--- src/hdl/lsp_pkg.sv ---
package lsp_pkg;

    // Sample memory geometry.
    localparam int MAX_SAMPLES = 65536;
    localparam int ADDR_W      = $clog2(MAX_SAMPLES);

    // Configuration port.
    localparam int CFG_IDX_W  = 3;
    localparam int CFG_DATA_W = 17;

    localparam logic [CFG_IDX_W-1:0] REG_VOLUME     = 3'd0;
    localparam logic [CFG_IDX_W-1:0] REG_COUNT      = 3'd1;
    localparam logic [CFG_IDX_W-1:0] REG_LOOP_BEGIN = 3'd2;
    localparam logic [CFG_IDX_W-1:0] REG_LOOP_END   = 3'd3;
    localparam logic [CFG_IDX_W-1:0] REG_MODE       = 3'd4;

    // Reset values of the configuration registers.
    localparam logic [7:0]  VOLUME_RESET = 8'd100;
    localparam logic [16:0] COUNT_RESET  = 17'd1;

    // Division by 100 as a reciprocal multiply: exact for magnitudes below 2^15.
    localparam int RECIP_MUL   = 5243;
    localparam int RECIP_W     = 13;
    localparam int RECIP_SHIFT = 19;

    // Input op codes.
    localparam logic OP_TICK  = 1'b0;
    localparam logic OP_WRITE = 1'b1;

    typedef enum logic [1:0] {
        MODE_CONT    = 2'd0,
        MODE_ONESHOT = 2'd1,
        MODE_LOOP    = 2'd2,
        MODE_UNUSED  = 2'd3
    } t_mode;

    // What the output stage does with a tick.
    typedef enum logic [1:0] {
        K_ZERO = 2'd0,   // output zero
        K_PLAY = 2'd1,   // output the scaled sample
        K_KEEP = 2'd2,   // output the scaled sample and remember it
        K_HELD = 2'd3    // output the remembered sample
    } t_kind;

    typedef struct packed {
        logic        valid;
        t_kind       kind;
        logic        trigger_clear;
        logic        latch_clear;
    } t_tick;

    typedef struct packed {
        logic              op;
        logic [15:0]       sample_address;
        logic signed [7:0] sample_value;
        logic              trigger;
        logic              latch;
    } t_in_item;

    typedef struct packed {
        logic signed [8:0] audio_out;
        logic              trigger_clear;
        logic              latch_clear;
    } t_out_item;

    // Map a 16-bit position or address onto the memory index range.
    function automatic logic [ADDR_W-1:0] to_addr(input logic [15:0] a);
        logic [ADDR_W+15:0] wide;
        wide = {{ADDR_W{1'b0}}, a};
        return wide[ADDR_W-1:0];
    endfunction

endpackage

--- src/hdl/lsp_scale.sv ---
module lsp_scale (
    input  logic               i_clk,
    input  logic               i_rst_n,
    input  lsp_pkg::t_tick     i_tick,
    input  logic [7:0]         i_sample,
    input  logic [7:0]         i_volume,
    input  logic               i_out_stall,
    output logic               o_advance,
    output logic               o_out_valid,
    output lsp_pkg::t_out_item o_out_data
);
    import lsp_pkg::*;

    localparam int QMUL_W = 16 + RECIP_W;

    t_tick              r_s2_tick;
    logic signed [16:0] r_s2_prod;
    t_tick              r_s3_tick;
    logic [8:0]         r_s3_mag;
    logic               r_s3_neg;
    logic               r_out_valid;
    t_out_item          r_out_data;
    logic signed [8:0]  r_held;

    logic               advance;
    logic               prod_neg;
    logic [15:0]        prod_mag;
    logic [QMUL_W-1:0]  qmul;
    logic signed [8:0]  scaled;
    logic signed [8:0]  n_audio;

    // The pipeline moves whenever the output register is empty or being taken.
    assign advance = !r_out_valid || !i_out_stall;

    assign prod_neg = r_s2_prod[16];
    assign prod_mag = prod_neg ? 16'(-r_s2_prod) : r_s2_prod[15:0];
    assign qmul     = QMUL_W'(prod_mag) * QMUL_W'(RECIP_MUL);

    // Saturate the signed quotient to nine bits and pick the output by tick kind.
    always_comb begin
        if (r_s3_neg) begin
            scaled = (r_s3_mag > 9'd256) ? -9'sd256 : -$signed(r_s3_mag);
        end else begin
            scaled = (r_s3_mag > 9'd255) ? 9'sd255 : $signed(r_s3_mag);
        end
        unique case (r_s3_tick.kind)
            K_PLAY, K_KEEP: n_audio = scaled;
            K_HELD:         n_audio = r_held;
            default:        n_audio = '0;
        endcase
    end

    // Multiply, divide by 100 and select, one step per stage.
    always_ff @(posedge i_clk) begin
        if (!i_rst_n) begin
            r_s2_tick.valid <= 1'b0;
            r_s3_tick.valid <= 1'b0;
            r_out_valid     <= 1'b0;
            r_held          <= '0;
        end else if (advance) begin
            r_s2_tick <= i_tick;
            r_s2_prod <= 17'($signed(i_sample)) * 17'($signed({1'b0, i_volume}));
            r_s3_tick <= r_s2_tick;
            r_s3_neg  <= prod_neg;
            r_s3_mag  <= qmul[RECIP_SHIFT+8:RECIP_SHIFT];
            r_out_valid              <= r_s3_tick.valid;
            r_out_data.audio_out     <= n_audio;
            r_out_data.trigger_clear <= r_s3_tick.trigger_clear;
            r_out_data.latch_clear   <= r_s3_tick.latch_clear;
            if (r_s3_tick.valid && (r_s3_tick.kind == K_KEEP)) begin
                r_held <= scaled;
            end
        end
    end

    assign o_advance   = advance;
    assign o_out_valid = r_out_valid;
    assign o_out_data  = r_out_data;

endmodule

--- config.mk ---
export PLATFORM = sky130hd
export DESIGN_NAME = lsp_scale
export DESIGN_NICKNAME = d
export VERILOG_FILES = /design/src/hdl/lsp_pkg.sv /design/src/hdl/lsp_scale.sv
export SDC_FILE = /design/constraint.sdc
export NUM_CORES = 1
export LEC_CHECK = 0
export CAP_MARGIN = 0
export CORE_MARGIN = 1
export CORE_UTILIZATION = 47
export CTS_CLUSTER_SIZE = 20
export DETAILED_ROUTE_END_ITERATION = 12
export DONT_BUFFER_PORTS = 1
export GPL_TIMING_DRIVEN = 1
export PLACE_DENSITY = 0.74
export SLEW_MARGIN = 20
export SYNTH_ARGS = -nofsm -noshare
export SYNTH_HDL_FRONTEND = slang
export SYNTH_SLANG_ARGS = --single-unit
--- constraint.sdc ---
create_clock -name i_clk -period 10.75 [get_ports i_clk]
set_clock_uncertainty 0.05 [all_clocks]
set_input_delay 0.5375 -clock i_clk [delete_from_list [all_inputs] [get_ports i_clk]]
set_output_delay 0.5375 -clock i_clk [all_outputs]
set_load 0.05 [all_outputs]
### Yosys cells after proc, flatten, opt, wreduce, memory -nomap -nowiden

Cells that the tools add are included.

* reduce and logical (&&, ||, !) cells: 7
* eq/ne operators: 3
* magnitude comparators: 2
* multiply operators: 2
* multiplexer cells: 5
* $add $sub $neg: 2

Operator list (number)
* 16-bit by 13-bit multiplier with 28-bit output, second input constant: 1
* 9-bit 2-to-1 mux: 3
* 9-bit one-hot mux with 2 select lines: 1
* 8-bit by 9-bit multiplier with 17-bit output: 1
* 16-bit 2-to-1 mux: 1
* 16-bit negator: 1
* 9-bit by 8-bit greater-than comparator with 1-bit output, second input constant: 1
* 9-bit greater-than comparator, second input constant: 1
* 9-bit negator: 1
* 2-bit == test, second input constant: 2
* 2-bit AND reduction: 2
* 2-bit by 1-bit == test with 1-bit output, second input constant: 1
* 1-bit zero test: 2
* 2-bit OR reduction: 1
* 1-bit logical AND: 1
* 1-bit logical OR: 1

* input port bits: 24
* word-level logic and storage cells: 37
* output and inout bits: 13
* register bits after elaboration: 58

### Logic depth before layout (Yosys ltp)

Gate-level depths: netlist of the first run.

* depth in word-level cells: 4
* depth in mapped cells: 26
* mapped depth without buffers: 26

### Worst setup path before layout of the first run

Ideal clock, no wire load.

* path kind: flip-flop to flip-flop
* from: register r_s2_prod[5]
* to: register r_s3_mag[7] (data pin)
* setup time: 0.258 ns
* buffers on the path: 0
* period minus slack after synthesis: 6.086 ns
* cell stages (with the launch flop): 21
* slack: 4.664 ns
* data required time: 10.442 ns
* arrival time: 5.778 ns
* cell sequence: edfxtp_1 -> nor4_1 -> nand3_1 -> o41ai_1 -> xor2_1 -> inv_1 -> fa_1 -> ha_1 -> inv_1 -> fa_1 -> fa_1 -> inv_1 -> fa_1 -> ha_1 -> and3_1 -> and3_1 -> o21a_1 -> a211o_1 -> o21ai_1 -> nor2b_1 -> xnor2_1

* word-level cells in the longest chain between the ends: 3

RTL lines
* from (decl): line lsp_scale.sv:17 `logic signed [16:0] r_s2_prod;`
* from (signal assigned): line lsp_scale.sv:62 `r_s2_prod <= 17'($signed(i_sample)) * 17'($signed({1'b0, i_volume}));`
* 16-bit negator: line lsp_scale.sv:36 `assign prod_mag = prod_neg ? 16'(-r_s2_prod) : r_s2_prod[15:0];`
* 16-bit 2-to-1 mux (*): line lsp_scale.sv:36
* 16-bit by 13-bit multiplier with 28-bit output (*): line lsp_scale.sv:37 `assign qmul = QMUL_W'(prod_mag) * QMUL_W'(RECIP_MUL);`
* via qmul[26]: line lsp_scale.sv:28 `logic [QMUL_W-1:0] qmul;`
* to (signal assigned): line lsp_scale.sv:65 `r_s3_mag <= qmul[RECIP_SHIFT+8:RECIP_SHIFT];`
* to (decl): line lsp_scale.sv:19 `logic [8:0] r_s3_mag;`

The timed path passes the listed nets; every way through them passes the cells marked *.
A chain may end at the register's enable or synchronous reset.

### Final worst setup path of the first run

Ends and elaborated chain as after synthesis.

==> impl_metrics.env, run 1 <==
export IMPL_nNetsFinal=1140
export IMPL_cts_tree="done"
export IMPL_global_route_usage_total_pct=17.9
export IMPL_multi_input_area_sq_um=6120
export IMPL_ys_types=52
export IMPL_wl_um=14900
export IMPL_cp_slowest_cell="xor2_1"
export IMPL_clk_pin_slew_worst_paths_ns=0.05
export IMPL_synthCells=857
export IMPL_r2r_slack_ns=4.13
export IMPL_vias_per_cell=5.09
export IMPL_met2_wirelength_um=7470
export IMPL_place_gp_congestion=0.949
export IMPL_die_w_um=137
export IMPL_period_minus_slack_ns=6.62
export IMPL_syn_nets=1137
export IMPL_worst_ep_arrival_time_ns=6.65
export IMPL_hold_path_cell_count=0
export IMPL_grt_pass1_vias=5577
export IMPL_max_freq_mhz=151
export IMPL_start_util_pct=48.7
export IMPL_cp_end_kind="flop"
export IMPL_max_stage_delay_ns=0.68
export IMPL_postCtsHoldBufs=0
export IMPL_drtAntennaViolNets=0
export IMPL_setup_viol=0
export IMPL_wl_met1_um=6870
export IMPL_globalRouteOverflowTotal=0
export IMPL_rows=48
export IMPL_reg2reg_depth=20
export IMPL_fin_tns_setup_ns=0
export IMPL_clock_latency_ns=0.33
export IMPL_path_max_fanout=6
export IMPL_portBuffers=0
export IMPL_synth_edf_count=46
export IMPL_synthXorXnorAreaFrac_pct=5.21
export IMPL_synth_compound_area_share_pct=8.31
export IMPL_synth_top_family_by_area="adder cells"
export IMPL_num_vias=5544
export IMPL_muxShareOfSynthArea_pct=0.250
export IMPL_rsz0062_at_grt="no"
export IMPL_num_io_pins=37
export IMPL_crit_path_start_kind="flop"
export IMPL_fillCellCount=1520
export IMPL_grt_max_degree=47
export IMPL_critPathRequiredTime_ns=10.79
export IMPL_synth_seq_area_share_pct=19.1
export IMPL_route_met3_wl_um=395
export IMPL_dieArea_sq_um=18600
export IMPL_htreeDepth=3
export IMPL_drive_above_1_share_pct=4.28
export IMPL_drt_iter0_drc=187
export IMPL_synthAdderAreaFrac_pct=47.0
export IMPL_antenna_found_initial=0
export IMPL_period_share_pct=61.6
export IMPL_diodes=0
export IMPL_netlist_area_sq_um=8510
export IMPL_post_cts_repair_setup_buffers=0
export IMPL_dr_pass1_iters=6
export IMPL_worst_setup_path_type="reg2reg"
export IMPL_routed_top_layer="met4"
export IMPL_ys_seq_elements=58
export IMPL_drc=0
export IMPL_status="complete, no violations"
export IMPL_max_cap_violations=0
export IMPL_yosys_area_share_simple_pct=11.1
export IMPL_grt_pass1_wl_um=26000
export IMPL_async_flop_share_pct=0
export IMPL_dp_hpwl_um=12900
export IMPL_areaGrowthSynthToFinish_pct=6.75
export IMPL_hold_violations=0
export IMPL_cts_buffers=9
export IMPL_cts_max_path_buffers=2
export IMPL_crit_path_frequent_cell="fa_1"
export IMPL_clkSinkCount=58
export IMPL_fin_util_pct=52.0
export IMPL_cts_root_buffer="clkbuf_16"
export IMPL_syn_avg_cell_area_sq_um=9.92
export IMPL_drv_slew=0
export IMPL_tightest_slew_ns=0.793
export IMPL_ctsResizeCount=0
export IMPL_core_sq_um=17500
export IMPL_routedWlPerCell_um=13.7
export IMPL_ys_flop_type="edfxtp_1"
export IMPL_die_height_um=137
export IMPL_seqCellArea_sq_um=1620
export IMPL_yosys_warnings=0
export IMPL_cp_cell_sequence="nor4_1 -> nand3_1 -> o41ai_1 -> xor2_1 -> inv_1 -> fa_1 -> ha_1 -> inv_1 -> fa_1 -> fa_1 -> inv_1 -> fa_1 -> ha_1 -> and3_1 -> and3_1 -> o21a_1 -> a211o_1 -> o21ai_1 -> nor2b_1 -> xnor2_1"
export IMPL_worstHoldPathType="in2reg"
export IMPL_maxSlewHeadroom_pct=46.9
## kinds of logic after synthesis
logic type	Yosys count
fa+ha+maj	256
buf+inv	205
simple gates	187
compound gates	101
flops	58
xor+xnor	48
mux	2
## critical path: cells and delay by family, from the launching register on
kind	cells	cell delay (ns)
fa+ha+maj	6	2.61
simple gates	5	1.12
compound gates	4	1.05
xor+xnor	2	0.75
flops	1	0.44
buf+inv	3	0.34
## path summary, 6_finish.rpt
check                    start           end
setup / recovery  r_s2_prod[5]   r_s3_mag[7]
hold / removal       i_tick[0]  r_s2_tick[0]
setup reg to reg  r_s2_prod[5]   r_s3_mag[7]
hold reg to reg   r_s2_tick[0]  r_s3_tick[0]
## layout by cell type, fill, tap and decap left out, types with 9 or more instances in the layout
master,instances
nor2_1,38
nor3_1,11
xnor2_1,30
nand2_1,48
nand3_1,9
xor2_1,15
nand2b_1,9
dfxtp_1,12
clkbuf_16,9
inv_1,190
a21oi_1,26
edfxtp_1,46
ha_1,150
fa_1,106
and2_1,46
## synth_stat cells (2+ instances only)
master	n	share of area, %
a211oi_1	2	0.18
a21boi_0	3	0.26
a21oi_1	27	1.6
a22oi_1	8	0.71
and2_1	46	3.4
and3_1	4	0.29
clkbuf_1	8	0.35
dfxtp_1	12	2.8
edfxtp_1	46	16
fa_1	106	25
ha_1	150	22
inv_1	190	8.4
inv_2	5	0.22
nand2_1	48	2.1
nand2b_1	9	0.66
nand3_1	9	0.53
nand4_1	2	0.15
nor2_1	38	1.7
nor2b_1	5	0.37
nor3_1	11	0.65
nor4_1	2	0.15
o211ai_1	4	0.35
o21a_1	7	0.62
o21ai_0	6	0.35
o21ai_1	8	0.47
o21bai_1	6	0.53
o22ai_1	2	0.15
o311ai_1	4	0.41
o31a_1	3	0.31
o31ai_1	5	0.44
o41ai_1	6	0.62
or2_2	3	0.22
or3_1	5	0.37
or4_1	3	0.26
or4_4	2	0.26
xnor2_1	30	3.1
xor2_1	15	1.5
xor2_2	3	0.57
## state kept, by name (all words and copies together), names as in the netlist
register     cells
r_s3_tick        5
r_s3_neg         1
r_held           9
o_out_data      11
o_out_valid      1
r_s3_mag         9
r_s2_prod       17
r_s2_tick        5
## per-stage QoR
| stage | area [sq um] | cells | setup slack (ns) | hold WS [ns] |
|---|---|---|---|---|
| after floorplan | 8510 | 857 | 4.66 | 0.350 |
| after global placement | 8770 | 1074 | 4.29 | 0.352 |
| after detailed placement | 8770 | 1074 | 4.12 | 0.363 |
| after CTS | 9080 | 1090 | 4.08 | 0.233 |
| after global routing | 9080 | 1090 | 3.68 | 0.228 |
| final | 9080 | 1090 | 4.13 | 0.244 |
## routing by layer
metal	vias up	GRT usage (%)
met2	83	31.4
met4	0	4.07
met3	14	2.85
met5	-	0
li1	2784	-
met1	2663	23.0
## final cells by class
cell class,instances,share of cell area (%)
timing repair buffer,2,0.165
sequential,58,17.9
multi-input combinational,594,67.5
inverter,195,8.06
clock inverter,6,0.730
clock buffer,10,2.63
tap,225,3.10
Power of run 1 is left out: the tool's default activity adds up to more than one toggle a clock period on the data nets, which glitch-free logic cannot reach.
==> run 2: changes to the inputs <==
--- a/config.mk
+++ b/config.mk
@@ -5,6 +5,7 @@
 export SDC_FILE = /design/constraint.sdc
 export NUM_CORES = 1
 export LEC_CHECK = 0
+export ABC_AREA = 1
 export CAP_MARGIN = 0
 export CORE_MARGIN = 1
 export CORE_UTILIZATION = 47
@@ -12,7 +13,7 @@
 export DETAILED_ROUTE_END_ITERATION = 12
 export DONT_BUFFER_PORTS = 1
 export GPL_TIMING_DRIVEN = 1
-export PLACE_DENSITY = 0.74
+export PLACE_DENSITY = 0.76
 export SLEW_MARGIN = 20
 export SYNTH_ARGS = -nofsm -noshare
 export SYNTH_HDL_FRONTEND = slang
==> constraint.sdc (replaced) <==
create_clock -name i_clk -period 5.4 [get_ports i_clk]
set_clock_uncertainty 0.05 [all_clocks]
set_input_delay 0.27 -clock i_clk [delete_from_list [all_inputs] [get_ports i_clk]]
set_output_delay 0.27 -clock i_clk [all_outputs]
set_load 0.05 [all_outputs]
==> impl_metrics.env, run 2 <==
export IMPL_status="complete, no violations"
export IMPL_layout_commonest_cell="inv_1"
export IMPL_yosysMostFrequentCell="inv_1"
export IMPL_drc=0
export IMPL_synthCells=1238
export IMPL_areaGrowthSynthToFinish_pct=11.6
export IMPL_worst_ep_arrival_time_ns=5.29
export IMPL_setup_ws_ns=0.153
export IMPL_vias_per_cell=5.01
export IMPL_grt_max_degree=38
export IMPL_dp_hpwl_um=17200
export IMPL_clock_latency_ns=0.35
export IMPL_path_max_fanout=4
export IMPL_dp_slack_ns=-0.105
export IMPL_yosysTopAreaCell="fa_1"
export IMPL_worstHoldPathType="in2reg"
export IMPL_maxSlewHeadroom_pct=62.2
export IMPL_synthTopCellsByCount="inv_1 (323), nand2_1 (251), ha_1 (150)"
export IMPL_route_met3_wl_um=630
export IMPL_max_cap_violations=0
export IMPL_die_height_um=146
export IMPL_ys_seq_elements=58
export IMPL_critPathRequiredTime_ns=5.45
export IMPL_cp_slowest_cell="fa_1"
export IMPL_dieArea_sq_um=21200
export IMPL_drtAntennaViolNets=0
export IMPL_period_share_pct=97.2
export IMPL_drv_slew=0
export IMPL_syn_avg_cell_area_sq_um=7.84
export IMPL_nNetsFinal=1540
export IMPL_drt_iter0_drc=364
export IMPL_grt_pass1_wl_um=34700
export IMPL_synth_seq_area_share_pct=16.7
export IMPL_globalRouteOverflowTotal=0
export IMPL_layout_common_cells="inv_1 (314), nand2_1 (245), ha_1 (140)"
export IMPL_diodes=0
export IMPL_max_stage_delay_ns=0.54
export IMPL_fin_util_pct=53.5
export IMPL_clkSinkCount=58
export IMPL_design_area_sq_um=10800
export IMPL_cp_end_kind="flop"
export IMPL_die_w_um=146
export IMPL_hold_violations=0
export IMPL_htreeDepth=3
export IMPL_netlist_area_sq_um=9710
export IMPL_wl_um=20600
export IMPL_rsz0062_at_grt="yes"
export IMPL_routedWlPerCell_um=13.4
export IMPL_dr_pass1_iters=5
export IMPL_routed_top_layer="met4"
export IMPL_async_flop_share_pct=0
export IMPL_whs_ns=0.0144
export IMPL_synthTopCellsByArea="fa_1 (22%), ha_1 (19%), edfxtp_1 (14%)"
export IMPL_antenna_found_initial=0
export IMPL_start_util_pct=48.0
export IMPL_synth_edf_count=46
export IMPL_ys_flop_type="edfxtp_1"
export IMPL_ys_types=39
export IMPL_global_route_usage_total_pct=20.2
export IMPL_num_io_pins=37
export IMPL_rows=52
export IMPL_cts_root_buffer="clkbuf_16"
export IMPL_worst_path_buf_inv=8
export IMPL_syn_nets=1518
export IMPL_wl_met1_um=8390
export IMPL_largest_register="r_s2_prod"
export IMPL_tightest_slew_ns=0.566
export IMPL_cts_tree="done"
export IMPL_cts_max_path_buffers=2
export IMPL_place_gp_congestion=0.934
export IMPL_worst_setup_path_type="reg2reg"
export IMPL_yosys_warnings=0
export IMPL_drive_above_1_share_pct=10.9
export IMPL_max_freq_mhz=191
export IMPL_cts_buffers=9
export IMPL_largest_reg_flops=17
export IMPL_crit_family="adder cells"
export IMPL_core_sq_um=20200
export IMPL_period_minus_slack_ns=5.25
export IMPL_synth_top_area_share_pct=21.9
export IMPL_clk_pin_slew_worst_paths_ns=0.05
export IMPL_num_vias=7683
export IMPL_portBuffers=0
export IMPL_r2r_slack_ns=0.15
export IMPL_met2_wirelength_um=10900
export IMPL_crit_path_start_kind="flop"
export IMPL_place_area_sq_um=10100
export IMPL_grt_pass1_vias=7820
export IMPL_setup_viol=0
-- run 2: logic make-up (layout without fill, tap and decap cells) --
kind of cell / Yosys count / count (layout) / synth area share, %
flip-flops: 58 / 58 / 16.7
XOR/XNOR: 28 / 28 / 2.68
adder cells (fa/ha/maj): 256 / 256 / 41.2
AND/OR/NAND/NOR: 443 / 443 / 20.1
buffers and inverters: 355 / 382 / 13.8
AO/OA/AOI/OAI: 98 / 98 / 5.44
-- run 2: area by class of cell --
type	count	area (sq um)
Multi-Input combinational cell	825	7020
Inverter	333	1250
Sequential cell	58	1620
Clock buffer	12	289
Timing Repair Buffer	33	258
Fill cell	1757	9400
Clock inverter	4	53.8
Tap cell	270	338
-- run 2: worst reg2reg max path, cell delays in order (launching register included) --
cell and delay (ns):
edfxtp_1 0.41, inv_2 0.10, ha_4 0.14, nand4_1 0.16, nor3_2 0.24, xor2_1 0.25, a21oi_2 0.15, ha_1 0.33
inv_2 0.04, fa_1 0.49, inv_1 0.05, fa_1 0.47, fa_1 0.54, inv_1 0.05, fa_1 0.49, inv_2 0.05
ha_4 0.27, nand2_2 0.05, inv_2 0.08, nand2_4 0.07, inv_2 0.07, nand2_1 0.05, nand2_1 0.08, nand2_1 0.08
nand3_2 0.09, inv_1 0.04, nand2_1 0.06, nand2_1 0.05
-- run 2: metal layers --
layer  vias to the layer above  GRT usage, %
met5                         -             0
li1                       3824             -
met3                        57          3.26
met1                      3638          22.2
met4                         0          7.37
met2                       164          38.7
-- run 2: per-stage QoR --
stage	cells	TNS, ns
floorplan	1238	0
global placement	1504	0
detailed placement	1504	-0.388
CTS	1524	0
global route	1535	-0.480
finish	1535	0
-- run 2: final timing paths --
| path | from | to | cells after the start |
|---|---|---|---|
| setup / recovery | r_s2_prod[0] | r_s3_mag[8] | 27 |
| hold / removal | i_rst_n | r_s3_tick[4] | 2 |
| setup reg to reg | r_s2_prod[0] | r_s3_mag[8] | 27 |
| hold reg to reg | r_s3_tick[1] | o_out_data[1] | 0 |
-- run 2: repair_timing --
item | in CTS | in global routing
pin swaps | 0 | 32
hold buffers | 4 | 0
endpoints found under the hold margin | 4 | 0
gates cloned | 0 | 0
gates resized for setup | 2 | 57
setup endpoints to repair | 9 | 9
setup buffers | 0 | 11
Power of run 2 is left out for the same reason.
