===== config.mk =====
export PLATFORM = sky130hd
export DESIGN_NAME = lsp_ctrl
export DESIGN_NICKNAME = d
export VERILOG_FILES = /design/src/hdl/lsp_pkg.sv /design/src/hdl/lsp_ctrl.sv
export SDC_FILE = /design/constraint.sdc
export NUM_CORES = 1
export LEC_CHECK = 0
export ABC_CLOCK_PERIOD_IN_PS = 7680
export BUFFER_PORTS_ARGS = -buffer_cell sky130_fd_sc_hd__buf_2
export CORE_UTILIZATION = 60
export CTS_CLUSTER_DIAMETER = 50
export DETAILED_ROUTE_END_ITERATION = 10
export PLACE_DENSITY = 0.86
export SYNTH_ARGS = -nofsm -noshare
export SYNTH_HDL_FRONTEND = slang
export SYNTH_SLANG_ARGS = --single-unit

===== constraint.sdc =====
create_clock -name i_clk -period 7.68 [get_ports i_clk]
set_clock_uncertainty 0.15 [all_clocks]
set_input_delay 0.768 -clock i_clk [delete_from_list [all_inputs] [get_ports i_clk]]
set_output_delay 0.768 -clock i_clk [all_outputs]
set_load 0.005 [all_outputs]

===== src/hdl/lsp_pkg.sv =====
package lsp_pkg;

    // Sample memory geometry.
    localparam int MAX_SAMPLES = 65536;
    localparam int ADDR_W      = $clog2(MAX_SAMPLES);

    // Configuration port.
    localparam int CFG_IDX_W  = 3;
    localparam int CFG_DATA_W = 17;

    localparam logic [CFG_IDX_W-1:0] REG_VOLUME     = 3'd0;
    localparam logic [CFG_IDX_W-1:0] REG_COUNT      = 3'd1;
    localparam logic [CFG_IDX_W-1:0] REG_LOOP_BEGIN = 3'd2;
    localparam logic [CFG_IDX_W-1:0] REG_LOOP_END   = 3'd3;
    localparam logic [CFG_IDX_W-1:0] REG_MODE       = 3'd4;

    // Reset values of the configuration registers.
    localparam logic [7:0]  VOLUME_RESET = 8'd100;
    localparam logic [16:0] COUNT_RESET  = 17'd1;

    // Division by 100 as a reciprocal multiply: exact for magnitudes below 2^15.
    localparam int RECIP_MUL   = 5243;
    localparam int RECIP_W     = 13;
    localparam int RECIP_SHIFT = 19;

    // Input op codes.
    localparam logic OP_TICK  = 1'b0;
    localparam logic OP_WRITE = 1'b1;

    typedef enum logic [1:0] {
        MODE_CONT    = 2'd0,
        MODE_ONESHOT = 2'd1,
        MODE_LOOP    = 2'd2,
        MODE_UNUSED  = 2'd3
    } t_mode;

    // What the output stage does with a tick.
    typedef enum logic [1:0] {
        K_ZERO = 2'd0,   // output zero
        K_PLAY = 2'd1,   // output the scaled sample
        K_KEEP = 2'd2,   // output the scaled sample and remember it
        K_HELD = 2'd3    // output the remembered sample
    } t_kind;

    typedef struct packed {
        logic        valid;
        t_kind       kind;
        logic        trigger_clear;
        logic        latch_clear;
    } t_tick;

    typedef struct packed {
        logic              op;
        logic [15:0]       sample_address;
        logic signed [7:0] sample_value;
        logic              trigger;
        logic              latch;
    } t_in_item;

    typedef struct packed {
        logic signed [8:0] audio_out;
        logic              trigger_clear;
        logic              latch_clear;
    } t_out_item;

    // Map a 16-bit position or address onto the memory index range.
    function automatic logic [ADDR_W-1:0] to_addr(input logic [15:0] a);
        logic [ADDR_W+15:0] wide;
        wide = {{ADDR_W{1'b0}}, a};
        return wide[ADDR_W-1:0];
    endfunction

endpackage


===== src/hdl/lsp_ctrl.sv =====
module lsp_ctrl (
    input  logic                          i_clk,
    input  logic                          i_rst_n,
    input  logic                          i_cfg_we,
    input  logic [lsp_pkg::CFG_IDX_W-1:0] i_cfg_idx,
    input  logic [lsp_pkg::CFG_DATA_W-1:0] i_cfg_data,
    input  logic                          i_accept,
    input  logic                          i_advance,
    input  lsp_pkg::t_in_item             i_item,
    output lsp_pkg::t_tick                o_tick,
    output logic [7:0]                    o_volume,
    output logic                          o_we,
    output logic [lsp_pkg::ADDR_W-1:0]    o_waddr,
    output logic [lsp_pkg::ADDR_W-1:0]    o_raddr
);
    import lsp_pkg::*;

    logic [7:0]  r_volume;
    logic [16:0] r_count;
    logic [15:0] r_loop_begin;
    logic [16:0] r_loop_end;
    t_mode       r_mode;

    logic [15:0] r_pos;
    logic [15:0] n_pos;
    t_tick       r_tick;
    t_tick       n_tick;

    logic [16:0] pos_inc;
    logic        can_play;
    logic        tick_accept;

    // Configuration registers.
    always_ff @(posedge i_clk) begin
        if (!i_rst_n) begin
            r_volume     <= VOLUME_RESET;
            r_count      <= COUNT_RESET;
            r_loop_begin <= '0;
            r_loop_end   <= '0;
            r_mode       <= MODE_CONT;
        end else if (i_cfg_we) begin
            unique case (i_cfg_idx)
                REG_VOLUME:     r_volume     <= i_cfg_data[7:0];
                REG_COUNT:      r_count      <= i_cfg_data[16:0];
                REG_LOOP_BEGIN: r_loop_begin <= i_cfg_data[15:0];
                REG_LOOP_END:   r_loop_end   <= i_cfg_data[16:0];
                REG_MODE:       r_mode       <= t_mode'(i_cfg_data[1:0]);
                default: begin
                end
            endcase
        end
    end

    assign tick_accept = i_accept && (i_item.op == OP_TICK);
    assign pos_inc     = {1'b0, r_pos} + 17'd1;
    assign can_play    = pos_inc < r_count;

    // Per-tick decision: next position and what the output stage must do.
    always_comb begin
        n_pos               = r_pos;
        n_tick.valid        = tick_accept;
        n_tick.kind         = K_ZERO;
        n_tick.trigger_clear = 1'b0;
        n_tick.latch_clear  = 1'b0;
        unique case (r_mode)
            MODE_CONT: begin
                if (can_play) begin
                    n_pos       = pos_inc[15:0];
                    n_tick.kind = K_KEEP;
                end else begin
                    n_pos       = '0;
                    n_tick.kind = K_HELD;
                end
            end
            MODE_ONESHOT: begin
                priority if (!i_item.trigger) begin
                    n_pos = '0;
                end else if (can_play) begin
                    n_pos       = pos_inc[15:0];
                    n_tick.kind = K_PLAY;
                end else begin
                    n_pos                = '0;
                    n_tick.trigger_clear = 1'b1;
                end
            end
            MODE_LOOP: begin
                priority if (!i_item.trigger && !i_item.latch) begin
                    n_pos = '0;
                end else if (can_play) begin
                    n_tick.kind = K_PLAY;
                    if (i_item.trigger && (pos_inc == r_loop_end)) begin
                        n_pos = r_loop_begin;
                    end else begin
                        n_pos = pos_inc[15:0];
                    end
                end else begin
                    n_pos              = '0;
                    n_tick.latch_clear = 1'b1;
                end
            end
            default: begin
                n_pos = '0;
            end
        endcase
    end

    // Position moves only on an accepted tick; the tick record moves with the pipeline.
    always_ff @(posedge i_clk) begin
        if (!i_rst_n) begin
            r_pos        <= '0;
            r_tick.valid <= 1'b0;
        end else begin
            if (tick_accept) begin
                r_pos <= n_pos;
            end
            if (i_advance) begin
                r_tick <= n_tick;
            end
        end
    end

    assign o_tick   = r_tick;
    assign o_volume = r_volume;
    assign o_we     = i_accept && (i_item.op == OP_WRITE);
    assign o_waddr  = to_addr(i_item.sample_address);
    assign o_raddr  = to_addr(r_pos);

endmodule


# Word-level counts from Yosys, hierarchy flattened
# Index checks and enable logic that the tools add are counted.
[word_totals] regBits=81 input_bits=52 out_inout_bits=46
[op_classes] addsub=1 order_cmp=1 n_eq_ne=7 n_mux=12 bitwise=2 reduce_logical=16
[ops] op="$mux W16" count=5
[ops] op="$pmux W16 S3" count=1
[ops] op="$add A16 B1 Y17 const B" count=1
[ops] op="$eq A17 B17 Y1" count=1
[ops] op="$lt A17 B17 Y1" count=1
[ops] op="$reduce_and A2 Y1" count=7
[ops] op="$eq A3 B2 Y1 const B" count=2
[ops] op="$pmux W2 S3" count=1
[ops] op="$logic_and A1 B1 Y1" count=4
[ops] op="$eq A3 B1 Y1 const B" count=1
[ops] op="$eq A3 B3 Y1 const B" count=1
[ops] op="$logic_not A3 Y1" count=1
[ops] op="$mux W1" count=3
[ops] op="$mux W3" count=1
[ops] op="$eq A2 B1 Y1 const B" count=1
[ops] op="$eq A2 B2 Y1 const B" count=1
[ops] op="$logic_not A1 Y1" count=2
[ops] op="$logic_not A2 Y1" count=1
[ops] op="$mux W2" count=1
[ops] op="$not A1 Y1" count=2
[ops] op="$reduce_or A2 Y1" count=1

# Logic depth before layout (Yosys ltp)
# Gate-level depths: netlist of the first run.
[depth] ltp_word=7 depth_mapped=16 mapped_depth_nobuf=14

# Least setup slack after synthesis of the first run
# No wires, ideal clock.
[synth_timing] path_kind="reg2reg" from="reg r_pos[1] (netlist: o_raddr[1])" to="reg r_pos[11] (netlist: o_raddr[11])" setup_ns=0.069 arrival_time_ns=3.366 setup_slack_ns=4.095 stages_incl_launch_ff=15 n_path_buf=2 synth_period_minus_slack_ns=3.585 cell_sequence="dfxtp_1 ha_1 inv_1 or4_1 clkbuf_1 xnor2_1 inv_1 ha_1 a21oi_1 and4_1 o21ai_0 nor4_2 buf_2 a22oi_1 o21ai_1"
[synth_between] elab_chain_cells=7 word_cells_on_any_way=10 cone_classes="add/sub: 1; order compare: 1; eq/ne: 1; mux: 6; reduce/logical: 1"
[synth_rtl] element="start: declaration" line="lsp_ctrl.sv:24" text="logic [15:0] r_pos;"
[synth_rtl] element="start signal: assignment" line="lsp_ctrl.sv:114" text="r_pos <= n_pos;"
[synth_rtl] element="$add A16 B1 Y17 *" line="lsp_ctrl.sv:55" text="assign pos_inc = {1'b0, r_pos} + 17'd1;"
[synth_rtl] element="parallel branches: the longest is 5 deep, another holds $lt A17 B17 Y1"
[synth_rtl] element="$pmux W16 S3 *" line="lsp_ctrl.sv:65" text="unique case (r_mode)"
# Every way passes the cells marked *.
# A chain may end at the register's enable or synchronous reset.

# Final worst setup path of the first run
[layout_timing] from="reg r_pos[3] (netlist: o_raddr[3])" to="reg r_pos[15] (netlist: o_raddr[15])"
# Same word-level chain as after synthesis.

==> results of run 1 <==
==> tightest hold or removal path, stage by stage, from the launching register on <==
cell and delay [ps]:
sky130_fd_sc_hd__dfxtp_1 320, sky130_fd_sc_hd__nand2_1 40, sky130_fd_sc_hd__a21boi_0 60
==> metal layers <==
layer	part of all wire (%)	global-route usage, %	vias up
met1	42	41.5	2038
li1	-	-	2034
met2	47	48.5	234
met5	0	0	-
met3	8.7	5.56	45
met4	2.6	12.6	0
==> cell families after synthesis <==
logic type               share of synthesized area (%)
AND/OR/NAND/NOR                                   24.1
buffers and inverters                             8.81
XOR/XNOR                                          6.84
AO/OA/AOI/OAI                                     19.5
flip-flops                                        35.3
multiplexers                                     0.878
adder cells (fa/ha/maj)                           4.52
==> registers in the layout (all words and copies together), names as in the netlist <==
signal	flops
r_count	17
r_loop_end	17
o_raddr	16
r_loop_begin	16
o_volume	8
o_tick	5
r_mode	2
==> worst max-delay path by stage <==
stage | startpoint | to | cells past startpoint
final | o_raddr[3] | o_raddr[15] | 11
after global routing | o_raddr[3] | o_raddr[15] | 13
after CTS | o_raddr[3] | o_raddr[15] | 11
after detailed placement | o_raddr[3] | o_raddr[15] | 13
after global placement | o_raddr[3] | o_raddr[15] | 13
after floorplan | o_raddr[1] | o_raddr[11] | 14
==> layout make-up <==
cell class,count,area (sq um)
Multi-Input combinational cell,417,2640
Fill cell,580,2350
Sequential cell,81,1660
Timing Repair Buffer,59,300
Clock buffer,12,166
Inverter,38,143
Tap cell,99,124
Clock inverter,4,31.3
==> power groups by stage <==
stage	clock network, uW	logic (uW)	registers, uW
floorplan	0	54.5	447
global placement	0	72.6	448
detailed placement	0	75.4	449
CTS	319	76.4	439
global route	339	84.2	440
finish	321	78.1	439
==> stage by stage <==
| stage | total power (uW) | setup slack, ps | instances | utilization [%] |
|---|---|---|---|---|
| finish | 838 | 2720 | 710 | 68.3 |
| detailed placement | 524 | 2850 | 694 | 65.6 |
| global placement | 521 | 2870 | 694 | 65.6 |
| floorplan | 501 | 4100 | 586 | - |
| CTS | 835 | 2850 | 710 | 68.3 |
| global route | 863 | 2340 | 710 | 68.3 |
==> cells in the final DEF, fill, tap and decap left out, types with 5 or more instances in the layout <==
master	instances
sky130_fd_sc_hd__nor2_1	16
sky130_fd_sc_hd__buf_2	57
sky130_fd_sc_hd__nand4_1	8
sky130_fd_sc_hd__ha_1	17
sky130_fd_sc_hd__or4_1	5
sky130_fd_sc_hd__o21ai_1	7
sky130_fd_sc_hd__and2_1	8
sky130_fd_sc_hd__nand2_1	142
sky130_fd_sc_hd__and4_1	5
sky130_fd_sc_hd__o21ai_0	15
sky130_fd_sc_hd__a21o_1	6
sky130_fd_sc_hd__nor2b_1	7
sky130_fd_sc_hd__dfxtp_1	77
sky130_fd_sc_hd__xnor2_1	13
sky130_fd_sc_hd__a22oi_1	11
sky130_fd_sc_hd__inv_1	38
sky130_fd_sc_hd__clkbuf_8	10
sky130_fd_sc_hd__a21boi_0	57
sky130_fd_sc_hd__nand3_1	16
sky130_fd_sc_hd__xor2_1	8
sky130_fd_sc_hd__a21oi_1	6
sky130_fd_sc_hd__nor3_1	8
==> results.md, run 1 <==
Logic synthesis:
- The sequential fraction of the synthesis area is 35.3%.
- Sorting the synthesized cells by how often they occur yields sky130_fd_sc_hd__nand2_1 (142), sky130_fd_sc_hd__dfxtp_1 (77), sky130_fd_sc_hd__a21boi_0 (57).
- The post-synthesis cell count is 586.
- The cell area that synthesis handed to floorplanning was approximately 4700 sq um.
- The most used standard cell by instance count after synthesis is sky130_fd_sc_hd__nand2_1.
- Counting flops and latches in the post-synthesis netlist gives 81.
- The main flop type after synthesis is sky130_fd_sc_hd__dfxtp_1.
- The most area-hungry cell type in the Yosys netlist is sky130_fd_sc_hd__dfxtp_1.
- The distinct cell type count of the synthesized netlist is 55.
- Of all flip-flops after synthesis, the portion carrying an async set or reset was 0%.
- The synthesized netlist net count is 655.
- The synthesized design contains 4 enable-type register cells.
- The total of warnings raised by yosys is 0.
- Dividing the synthesized area by the synthesized cell count gives roughly 8 sq um.
- After synthesis, the largest area contributor takes up 32.8% of total cell area.
- By area the synthesized netlist is led by sky130_fd_sc_hd__dfxtp_1 (33%), sky130_fd_sc_hd__nand2_1 (11%), sky130_fd_sc_hd__a21boi_0 (9.1%), sky130_fd_sc_hd__ha_1 (4.5%), sky130_fd_sc_hd__inv_1 (3.0%).

Clock network:
- Once the clock tree was built, the resizer swapped 0 gates to a different size.
- The clock tree from TritonCTS is yes.
- The latest clock arrival within the worst-skew pair is 370 ps.
- No sink is reached through more buffers than the 2 on the longest clock path.
- The clock sink total is 81.
- The clock input transition at the sequential cells of the worst setup and hold paths is 80 ps.
- The setup fix buffers added after clock tree synthesis is 0.
- The root buffer cell is sky130_fd_sc_hd__clkbuf_8.
- The number of buffers created by CTS is 9.
- The number of hold-repair buffers added at the cts stage is 0.
- CTS built an H-tree with a depth of 3.

Cells and area:
- The layout net count is 675.
- The area added between synthesis and finish is 7.64%.
- Summing all non-filler instances in the final layout gives an area of 5060 sq um.
- 0 antenna diodes ended up in the layout.
- The ratio of cells with drive above 1 in the final layout is 14.1%.

Min path:
- The worst hold endpoint is r_loop_begin[10].
- Counting instances, the worst hold path has a depth of 2.
- The worst hold path class is flop to flop.
- The origin of the worst min-delay path is r_loop_begin[10].

Global route:
- Global routing consumed, over all layers together, between 30% and 40% of the routing resources.
- The total overflow reported by the global router is 0.
- The first-pass GRT wire length is 19900 um.
- The initial antenna violation count is 0.
- The via count of the first global-routing pass is 4045.
- Entering global routing, the biggest net connects 65 pins.

Timing:
- The number of setup violations in the final report is 0.
- The count of pins over their slew limit is 0.
- In the finished design, the share of the clock period the worst path needs comes to 64.6%.
- On the final layout, the worst hold slack is between 300 and 400 ps.
- Setup repair after global routing left no endpoint under its margin.
- The count of endpoints failing hold in the final timing report is 0.
- The transition time at the pin with the least slew margin is 1270 ps.
- The maximum clock frequency is 0.202 GHz.
- The aggregate negative setup slack is 0 ps.
- The worst slew margin relative to its limit is 15.2%.
- The clock period could shrink to ~5000 ps.

Power:
- Cell internal power was estimated by the tool at 613 uW.
- Summed over all nets, the switching power comes to 225 uW.
- Of the total power, the clock network draws 38.3%.
- VDD sags by at most 0.108 mV.
- The leakage power is 0.00199 uW.
- The fraction of power spent switching nets is 26.8%.
- The sequential share of power is 52.4%.
- Power spread over the standard cell area amounts to approximately 170 nW/um^2.
- The combinational fraction of design power is a little under a tenth.

Route:
- After detailed routing, the number of vias per cell comes to 6.13.
- The pre-antenna-repair detailed-routing pass consisted of 5 iterations.
- Summed over all layers, the routed wires come to ~12000 um.
- Dividing the detail-routed wire length by the instance count gives 17.5 um.
- The routed via count is 4351.
- Once detail routing completed, the nets flagged for antenna violations numbered 0.
- The post-route DRC violation count is 0.
- The number of DRC markers after the initial detailed-route iteration is 415.

Placement:
- Once placement finished, the instance area stood at 4860 sq um.
- The count of input and output buffers is 57.
- At the end of routability-driven placement, the weighted congestion stood at 0.953.
- The detailed-placement wirelength estimate is 8530 um.

Worst setup path:
- Along the worst path, the maximum fanout reaches 16.
- On the worst path, the slowest cell contributes a delay of 1030 ps.
- The largest individual stage delay along the critical path comes from the cell sky130_fd_sc_hd__nor4_4.
- The worst register-to-register path has a setup slack of 2720 ps.
- The logic depth of the worst register-to-register path is 11.
- Data on the critical path is required at its endpoint by 7830 ps.
- The kind of cell with the highest combined delay along the critical path is simple AND/OR/NAND/NOR gates.
- The buffering stage count on the worst path with inverters included is 1.
- The kind of end point of the critical path is a flop.
- Data arrives at the worst endpoint at 5110 ps.
- Traced cell by cell, the critical path runs through nand4_1, or4_1, xnor2_1, inv_1, ha_1, a21oi_1, and4_1, o21ai_0, nor4_4, a222oi_1, o21ai_0.
- The kind of critical path is flop to flop.
- The endpoint of the lowest-slack register-to-register path is o_raddr[15].
- STA classifies the critical path startpoint as a flop.
- The most used cell along the critical path is sky130_fd_sc_hd__o21ai_0.
- The worst register-to-register path begins at o_raddr[3].

Die:
- The area of the die is 8190 sq um.
- The die is 90.5 um tall.
- The die boundary width is roughly 91 um.
- The effective utilization at floorplan is ~63%.
- The core box area is between 7000 and 8000 sq um.
- In this run the core area contains 31 standard-cell rows.
- just under 100 I/O pins were placed.

Run status:
- The run finished with clean final reports.

Run:
- Across the run, the number of max-cap violations was 0.
Power figures use the tool's default switching activity.
==> run 2, diff against run 1 <==
Settings changed: ABC_CLOCK_PERIOD_IN_PS 7680 to 5000, CORE_UTILIZATION 60 to 55, PLACE_DENSITY 0.86 to 0.8.
Clock period 7.68 ns to 5 ns, I/O delays scaled along.
==> run 2 against run 1 <==
Effect of this change: non-clock buffer count is 5 higher; power up 58%; die area rose by 8.9%; sequential power up 53%; critical path depth grew 1; sequential share of layout area down 0.33 points; cell count increased by 1.5%; critical path type unchanged; largest power group unchanged; highest routed layer unchanged.
==> results.md, run 2 (synthesized netlist as in run 1, its figures left out) <==
Run status:
- The flow ran to the end, and the final reports show no timing, DRC or antenna violations.

Power:
- The leakage power was 0.00201 uW (+1.4%).
- The total power consumption of the routed design came to 1320 uW (+58%).
- The peak ir drop on the vdd network is 0.216 mV (+100%).
- The power per unit of standard cell area was 258 nW/um^2 (+56%).
- The sequential share of power was 50.9% (-1.5 points).
- The switching power total was 325 uW (+44%).
- The internal power consumption was 996 uW (+62%).
- The fraction of power consumed by the clock network was 39.9% (+1.6 points).
- The fraction of power spent switching nets came to 24.6% (-2.2 points).
- The combinational fraction of design power was 9.2% (about the same).

Clock network:
- The number of buffers on the longest clock path is 2 (unchanged).
- The number of buffers created by CTS is 9 (unchanged).
- The level count of the clock H-tree is 3 (unchanged).
- The clock input transition at the sequential cells of the worst setup and hold paths is 90 ps (about the same).
- The latest clock arrival within the worst-skew pair came to 360 ps (about the same).
- The number of hold-repair buffers added at the cts stage is 0 (unchanged).
- The clock tree from TritonCTS is yes.
- The number of gates resized after CTS was 0 (unchanged).
- The tree is rooted in a sky130_fd_sc_hd__clkbuf_8.
- The setup fix buffers added after clock tree synthesis is 0 (unchanged).
- The clock sink total is 81 (unchanged).

Die:
- The core box area is 8260 sq um (+11%).
- The floorplan die height is 94.5 um (+4.3%).
- The effective utilization at floorplan was 56.9% (-6.5 points).
- The die boundary width is 94.5 um (+4.3%).
- The placement row count is 33 (+6.5%).
- The area of the die is 8920 sq um (+8.9%).
- The number of top-level pins is 98 (unchanged).

Route:
- The detailed-route wire length is 12100 um (-2.3%).
- The average detailed-routed wire length per instance came to 16.8 um (-3.8%).
- The number of vias per cell was 5.95 (-2.9%).
- The post-detailed-route count of antenna-violating nets came to 0 (unchanged).
- The post-route DRC violation count is 0 (unchanged).
- The number of DRC markers after the initial detailed-route iteration is 402 (-3.1%).
- The detailed-router iteration count before antenna repair is 7 (+2).
- The routed via count was 4289 (-1.4%).

Timing:
- The post-route clock period utilization was 81.7% (+17 points).
- The count of pins over their slew limit was 0 (unchanged).
- The number of setup violations in the final report came to 0 (unchanged).
- The smallest hold slack is 248 ps (-73.4 ps).
- The post-layout minimum cycle time came to 4080 ps (-874 ps).
- The aggregate negative setup slack is 0 ps (unchanged).
- The count of endpoints failing hold in the final timing report is 0 (unchanged).
- The transition time at the pin with the least slew margin is 1240 ps (-30.7 ps).
- The worst slew margin relative to its limit is 17.3% (+2.1 points).
- The maximum clock frequency was 0.245 GHz (+21%).
- Setup repair after global routing left no endpoint under its margin.

Worst setup path:
- Among all stages on the critical path, the largest delay is contributed by sky130_fd_sc_hd__or4_1.
- Traced cell by cell, the critical path runs through nand4_1, buf_4, or4_1, xnor2_1, inv_1, ha_1, a21oi_1, and4_1, nor2_1, nor3_1, mux2_2, o21ai_0.
- The logic depth of the worst register-to-register path came to 12 (+1).
- In this run the critical register-to-register path is captured at o_tick[2].
- The data required time of the worst path is 5040 ps (-2790 ps).
- The kind of end point of the critical path is a flop.
- The delay of the slowest cell on the worst path is 620 ps (-410 ps).
- The maximum fanout along the worst path is 12 (-4).
- The startpoint of the lowest-slack register-to-register path is o_raddr[3].
- The arrival time of the worst setup path came to 4120 ps (-990 ps).
- The kind of critical path is flop to flop.
- The register-to-register setup slack was 920 ps (-1810 ps).
- STA classifies the critical path startpoint as a flop.

Min path:
- The depth of the worst hold-timing path is 3 (+1).
- The startpoint identified for the worst hold timing path is i_cfg_data[16].
- The worst hold path belongs to the class input pin to flop.
- The worst hold endpoint is r_loop_end[16].

Global route:
- The pin count of the biggest net entering global routing is 65 (unchanged).
- The via count of the first global-routing pass is 3983 (-1.5%).
- The initial antenna violation count was 0 (unchanged).
- The total global-route track usage was 28.0% (-2.8 points).
- The total overflow reported by the global router is 0 (unchanged).
- The first-pass GRT wire length is 19300 um (-3.1%).

Cells and area:
- The filler-free cell count of the finished design is 721 (+1.5%).
- The final core utilization is 61.9% (-6.4 points).
- In the layout the commonest cells are sky130_fd_sc_hd__nand2_1 (142), sky130_fd_sc_hd__dfxtp_1 (77), sky130_fd_sc_hd__a21boi_0 (57), sky130_fd_sc_hd__buf_2 (57), sky130_fd_sc_hd__inv_1 (38).
- The count of antenna diodes in the layout was 0 (unchanged).
- The ratio of cells with drive above 1 in the final layout was 14.6% (+0.54 points).
- The largest registers in the layout are r_count x17, r_loop_end x17.
- The area added between synthesis and finish is 8.73%.
- The number of fillers in the final layout is 749 (+29%).
- Leaving out fill and tap cells, the most frequent cell in the layout is sky130_fd_sc_hd__nand2_1.
- The layout net count is 680 (+0.74%).

Placement:
- The detailed-placement wirelength estimate is 8580 um (+0.57%).
- The cell count after placement was 705 (+1.6%).
- The count of input and output buffers came to 57 (unchanged).
- The weighted congestion reported at the end of routability-driven placement is 0.900 (-5.6%).

Run:
- The number of violations of the max-capacitance limit is 0 (unchanged).
## run 2: worst max-delay path, delay by kind of cell (launching register included)
kind            cells  cell delay (ps)
compound gates      2              410
xor+xnor            1              290
fa+ha+maj           1              300
buf+inv             2              300
flops               1              560
mux                 1              380
simple gates        5             1510
## run 2: final cells by class
class | instances | area [sq um] | share of cell area (%)
multi-input cells | 417 | 2630 | 51.4
flip-flops and latches | 81 | 1660 | 32.5
repair buffers | 64 | 338 | 6.61
inverters | 38 | 143 | 2.79
clock buffers | 11 | 131 | 2.57
well taps | 105 | 131 | 2.57
clock inverters | 5 | 81.3 | 1.59
## run 2: worst max path at each step
stage / start / depth (start not counted) / to / slack (ps)
2_1_floorplan: o_raddr[1] / 14 / o_raddr[11] / 1420
3_3_place_gp: o_raddr[3] / 12 / o_tick[2] / 1110
3_5_place_dp: o_raddr[3] / 13 / o_raddr[15] / 1070
4_1_cts: o_raddr[3] / 12 / o_tick[2] / 1000
5_1_grt: o_raddr[3] / 12 / o_raddr[3] / 670
6_report: o_raddr[3] / 12 / o_tick[2] / 920
## run 2: layer usage
layer  GRT usage [%]  routed length, um
met1            37.9               5270
met2            43.4               5490
met3            6.12               1110
met4            11.2                254
met5               0                  0
## run 2: per-stage QoR
stage / setup WS [ps] / cell area, sq um
after floorplan: 1420 / 4700
after global placement: 1110 / 4900
after detailed placement: 1070 / 4900
after CTS: 1000 / 5110
after global routing: 674 / 5110
final: 915 / 5110
## run 2: power groups by stage
stage	logic, uW	registers (uW)	clock network, uW
6_report	121	673	527
5_1_grt	132	674	556
4_1_cts	119	672	528
3_5_place_dp	118	687	0
3_3_place_gp	114	687	0
2_1_floorplan	83.8	686	0
==> run 3, diff against run 2 <==
Settings changed: ABC_CLOCK_PERIOD_IN_PS 5000 to 3930.
Clock period 5 ns to 3.93 ns, I/O delays scaled along.
==> run 3 against run 2 <==
Effect of this change: clock power up 25%; flip-flop and latch count did not move; combinational power is 31% higher; sequential share of layout area down 0.69 points; via count grew 1.5%; sequential power increased by 27%; worst setup slack worse by 700 ps; largest power group unchanged; highest routed layer unchanged.
==> results.md, run 3 (synthesized netlist as in run 1, its figures left out) <==
Run status:
- The run finished with clean final reports.

Power:
- The internal power consumption is 1270 uW (+27%).
- The fraction of power consumed by the clock network came to 39.4% (-0.5 points).
- The fraction of power spent switching nets is 24.2% (-0.36 points).
- The sequential share of power is 51.1% (+0.2 points).
- The switching power total is 406 uW (+25%).
- The leakage power was 0.00210 uW (+4.4%).
- The power per unit of standard cell area was 320 nW/um^2 (+24%).
- The peak ir drop on the vdd network is 0.238 mV (+10%).
- The combinational fraction of design power is 9.4% (+0.2 points).

Route:
- The highest routing layer actually used is met4.
- The met2 wire length is 5640 um (+2.9%).
- The routed metal-1 wirelength is 5310 um (+0.70%).
- The number of DRC markers after the initial detailed-route iteration came to 373 (-7.2%).
- The met3 wire length came to 861 um (-22%).
- The routed via count is 4355 (+1.5%).
- The detailed-router iteration count before antenna repair is 5 (-2).
- The detailed-route wire length is 12100 um (+0.26%).
- The post-detailed-route count of antenna-violating nets is 0 (unchanged).
- The average detailed-routed wire length per instance came to 16.6 um (-1.4%).
- The post-route DRC violation count is 0 (unchanged).
- The number of vias per cell is 5.94 (-0.12%).

Timing:
- The count of endpoints failing hold in the final timing report is 0 (unchanged).
- The aggregate negative setup slack is 0 ps (unchanged).
- The post-route clock period utilization was 94.5% (+13 points).
- The worst slew margin relative to its limit is 18.6% (+1.3 points).
- The number of setup violations in the final report is 0 (unchanged).
- The count of pins over their slew limit came to 0 (unchanged).
- The post-layout minimum cycle time is 3710 ps (-372 ps).
- Setup repair after global routing left no endpoint under its margin.
- The transition time at the pin with the least slew margin is 1220 ps (-19.4 ps).
- The smallest hold slack is 146 ps (-101 ps).
- The maximum clock frequency came to 0.269 GHz (+10%).
- The setup slack after layout is 218 ps (-698 ps).

Global route:
- The via count of the first global-routing pass is 4143 (+4.0%).
- The first-pass GRT wire length is 19900 um (+3.1%).
- The pin count of the biggest net entering global routing is 64 (-1.5%).
- The total overflow reported by the global router is 0 (unchanged).
- The total global-route track usage is 28.9% (+0.90 points).
- The initial antenna violation count came to 0 (unchanged).

Worst setup path:
- The most used cell along the critical path is sky130_fd_sc_hd__buf_4.
- The critical path in this run is classified as flop to flop.
- The maximum fanout along the worst path is 16 (+4).
- The worst setup path is captured at a flop.
- Broken down by cell family, the worst path's largest delay share belongs to compound AO/OA/AOI/OAI gates.
- The largest individual stage delay along the critical path comes from the cell sky130_fd_sc_hd__or4_1.
- The arrival time of the worst setup path is 3800 ps (-320 ps).
- The data required time of the worst path is 4010 ps (-1030 ps).
- The buffering stage count on the worst path with inverters included is 4 (+2).
- Traced cell by cell, the critical path runs through nand4_1, buf_4, buf_4, or4_1, xnor2_1, inv_1, ha_1, nand4_1, a21o_1, o21ai_0, nor4_2, buf_4, a222oi_1, o21ai_0.
- The worst setup path is launched from a flop.
- The delay of the slowest cell on the worst path is 600 ps (-20 ps).

Placement:
- The detailed-placement wirelength estimate was 8880 um (+3.5%).
- The count of input and output buffers was 57 (unchanged).
- The cell count after placement came to 717 (+1.7%).
- The weighted congestion reported at the end of routability-driven placement is 0.899 (-0.11%).
- The minimum setup slack after placement came to 118 ps (-955 ps).

Die:
- The number of top-level pins is 98 (unchanged).
- The core box area is 8260 sq um (unchanged).
- The die boundary width is 94.5 um (unchanged).
- The area of the die is 8920 sq um (unchanged).
- The effective utilization at floorplan was 56.9% (unchanged).
- The floorplan die height was 94.5 um (unchanged).
- The placement row count is 33 (unchanged).

Clock network:
- The level count of the clock H-tree is 3 (unchanged).
- The latest clock arrival within the worst-skew pair was 360 ps (about the same).
- TritonCTS built the clock tree.
- The clock sink total came to 81 (unchanged).
- The number of buffers created by CTS is 9 (unchanged).
- The number of buffers on the longest clock path is 2 (unchanged).
- The clock input transition at the sequential cells of the worst setup and hold paths is 80 ps (about the same).
- The root buffer cell is sky130_fd_sc_hd__clkbuf_8.

Cells and area:
- The count of antenna diodes in the layout is 0 (unchanged).
- The layout net count was 693 (+1.9%).
- The area added between synthesis and finish is 11.1%.
- The largest registers in the layout are r_count x17, r_loop_end x17.
- The filler-free cell count of the finished design is 733 (+1.7%).
- The library cells used most frequently in the layout, excluding fill and tap cells, are sky130_fd_sc_hd__nand2_1 (142), sky130_fd_sc_hd__dfxtp_1 (77), sky130_fd_sc_hd__a21boi_0 (57), sky130_fd_sc_hd__buf_2 (57), sky130_fd_sc_hd__inv_1 (38).
- The library cell used most frequently in the layout, excluding fill and tap cells, is sky130_fd_sc_hd__nand2_1.
- The ratio of cells with drive above 1 in the final layout is 16.7% (+2.1 points).

Min path:
- The min-delay analysis places its worst path in the category input pin to flop.

Run:
- The number of violations of the max-capacitance limit was 0 (unchanged).
run 3: repair_timing:
action / 4_1_cts / 5_1_grt
hold buffers: 0 / 0
setup endpoints to repair: 0 / 16
setup buffers: 0 / 1
gates resized for setup: 0 / 3
run 3: routing by layer:
layer / vias up / track usage (%)
li1: 2071 / -
met1: 2066 / 38.0
met2: 187 / 46.6
met3: 31 / 4.59
met4: 0 / 13.4
met5: - / 0
run 3: worst min-delay path, cell delays in order:
cell and delay [ps]:
sky130_fd_sc_hd__buf_2 100, sky130_fd_sc_hd__nand2_1 40, sky130_fd_sc_hd__a21boi_0 60
run 3: final timing paths:
| check | startpoint | to | slack [ps] | cells past startpoint |
|---|---|---|---|---|
| worst max-delay path | o_raddr[2] | o_raddr[15] | 220 | 14 |
| worst min-delay path | i_cfg_data[16] | r_count[16] | 150 | 3 |
| worst max register to register | o_raddr[2] | o_raddr[15] | 220 | 14 |
| worst min register to register | r_count[10] | r_count[10] | 320 | 2 |
run 3: through the flow:
| step | total power (uW) | area, sq um | utilization [%] |
|---|---|---|---|
| after floorplan | 979 | 4700 | - |
| after global placement | 1020 | 4990 | 60.4 |
| after detailed placement | 1030 | 4990 | 60.4 |
| after CTS | 1670 | 5200 | 62.9 |
| after global routing | 1740 | 5220 | 63.2 |
| final | 1670 | 5220 | 63.2 |
run 3: area by class of cell:
class	count	area (sq um)
fillers	687	3040
inverters	38	143
clock buffers	10	128
multi-input cells	417	2640
flip-flops and latches	81	1660
well taps	105	131
repair buffers	77	435
clock inverters	5	80.1
run 3: power by group through the flow:
stage                     Combinational, uW  Sequential, uW  Clock, uW
after CTS                               156             856        661
after global placement                  151             874          0
final                                   158             856        660
after detailed placement                154             874          0
after global routing                    174             858        705
after floorplan                         107             873          0
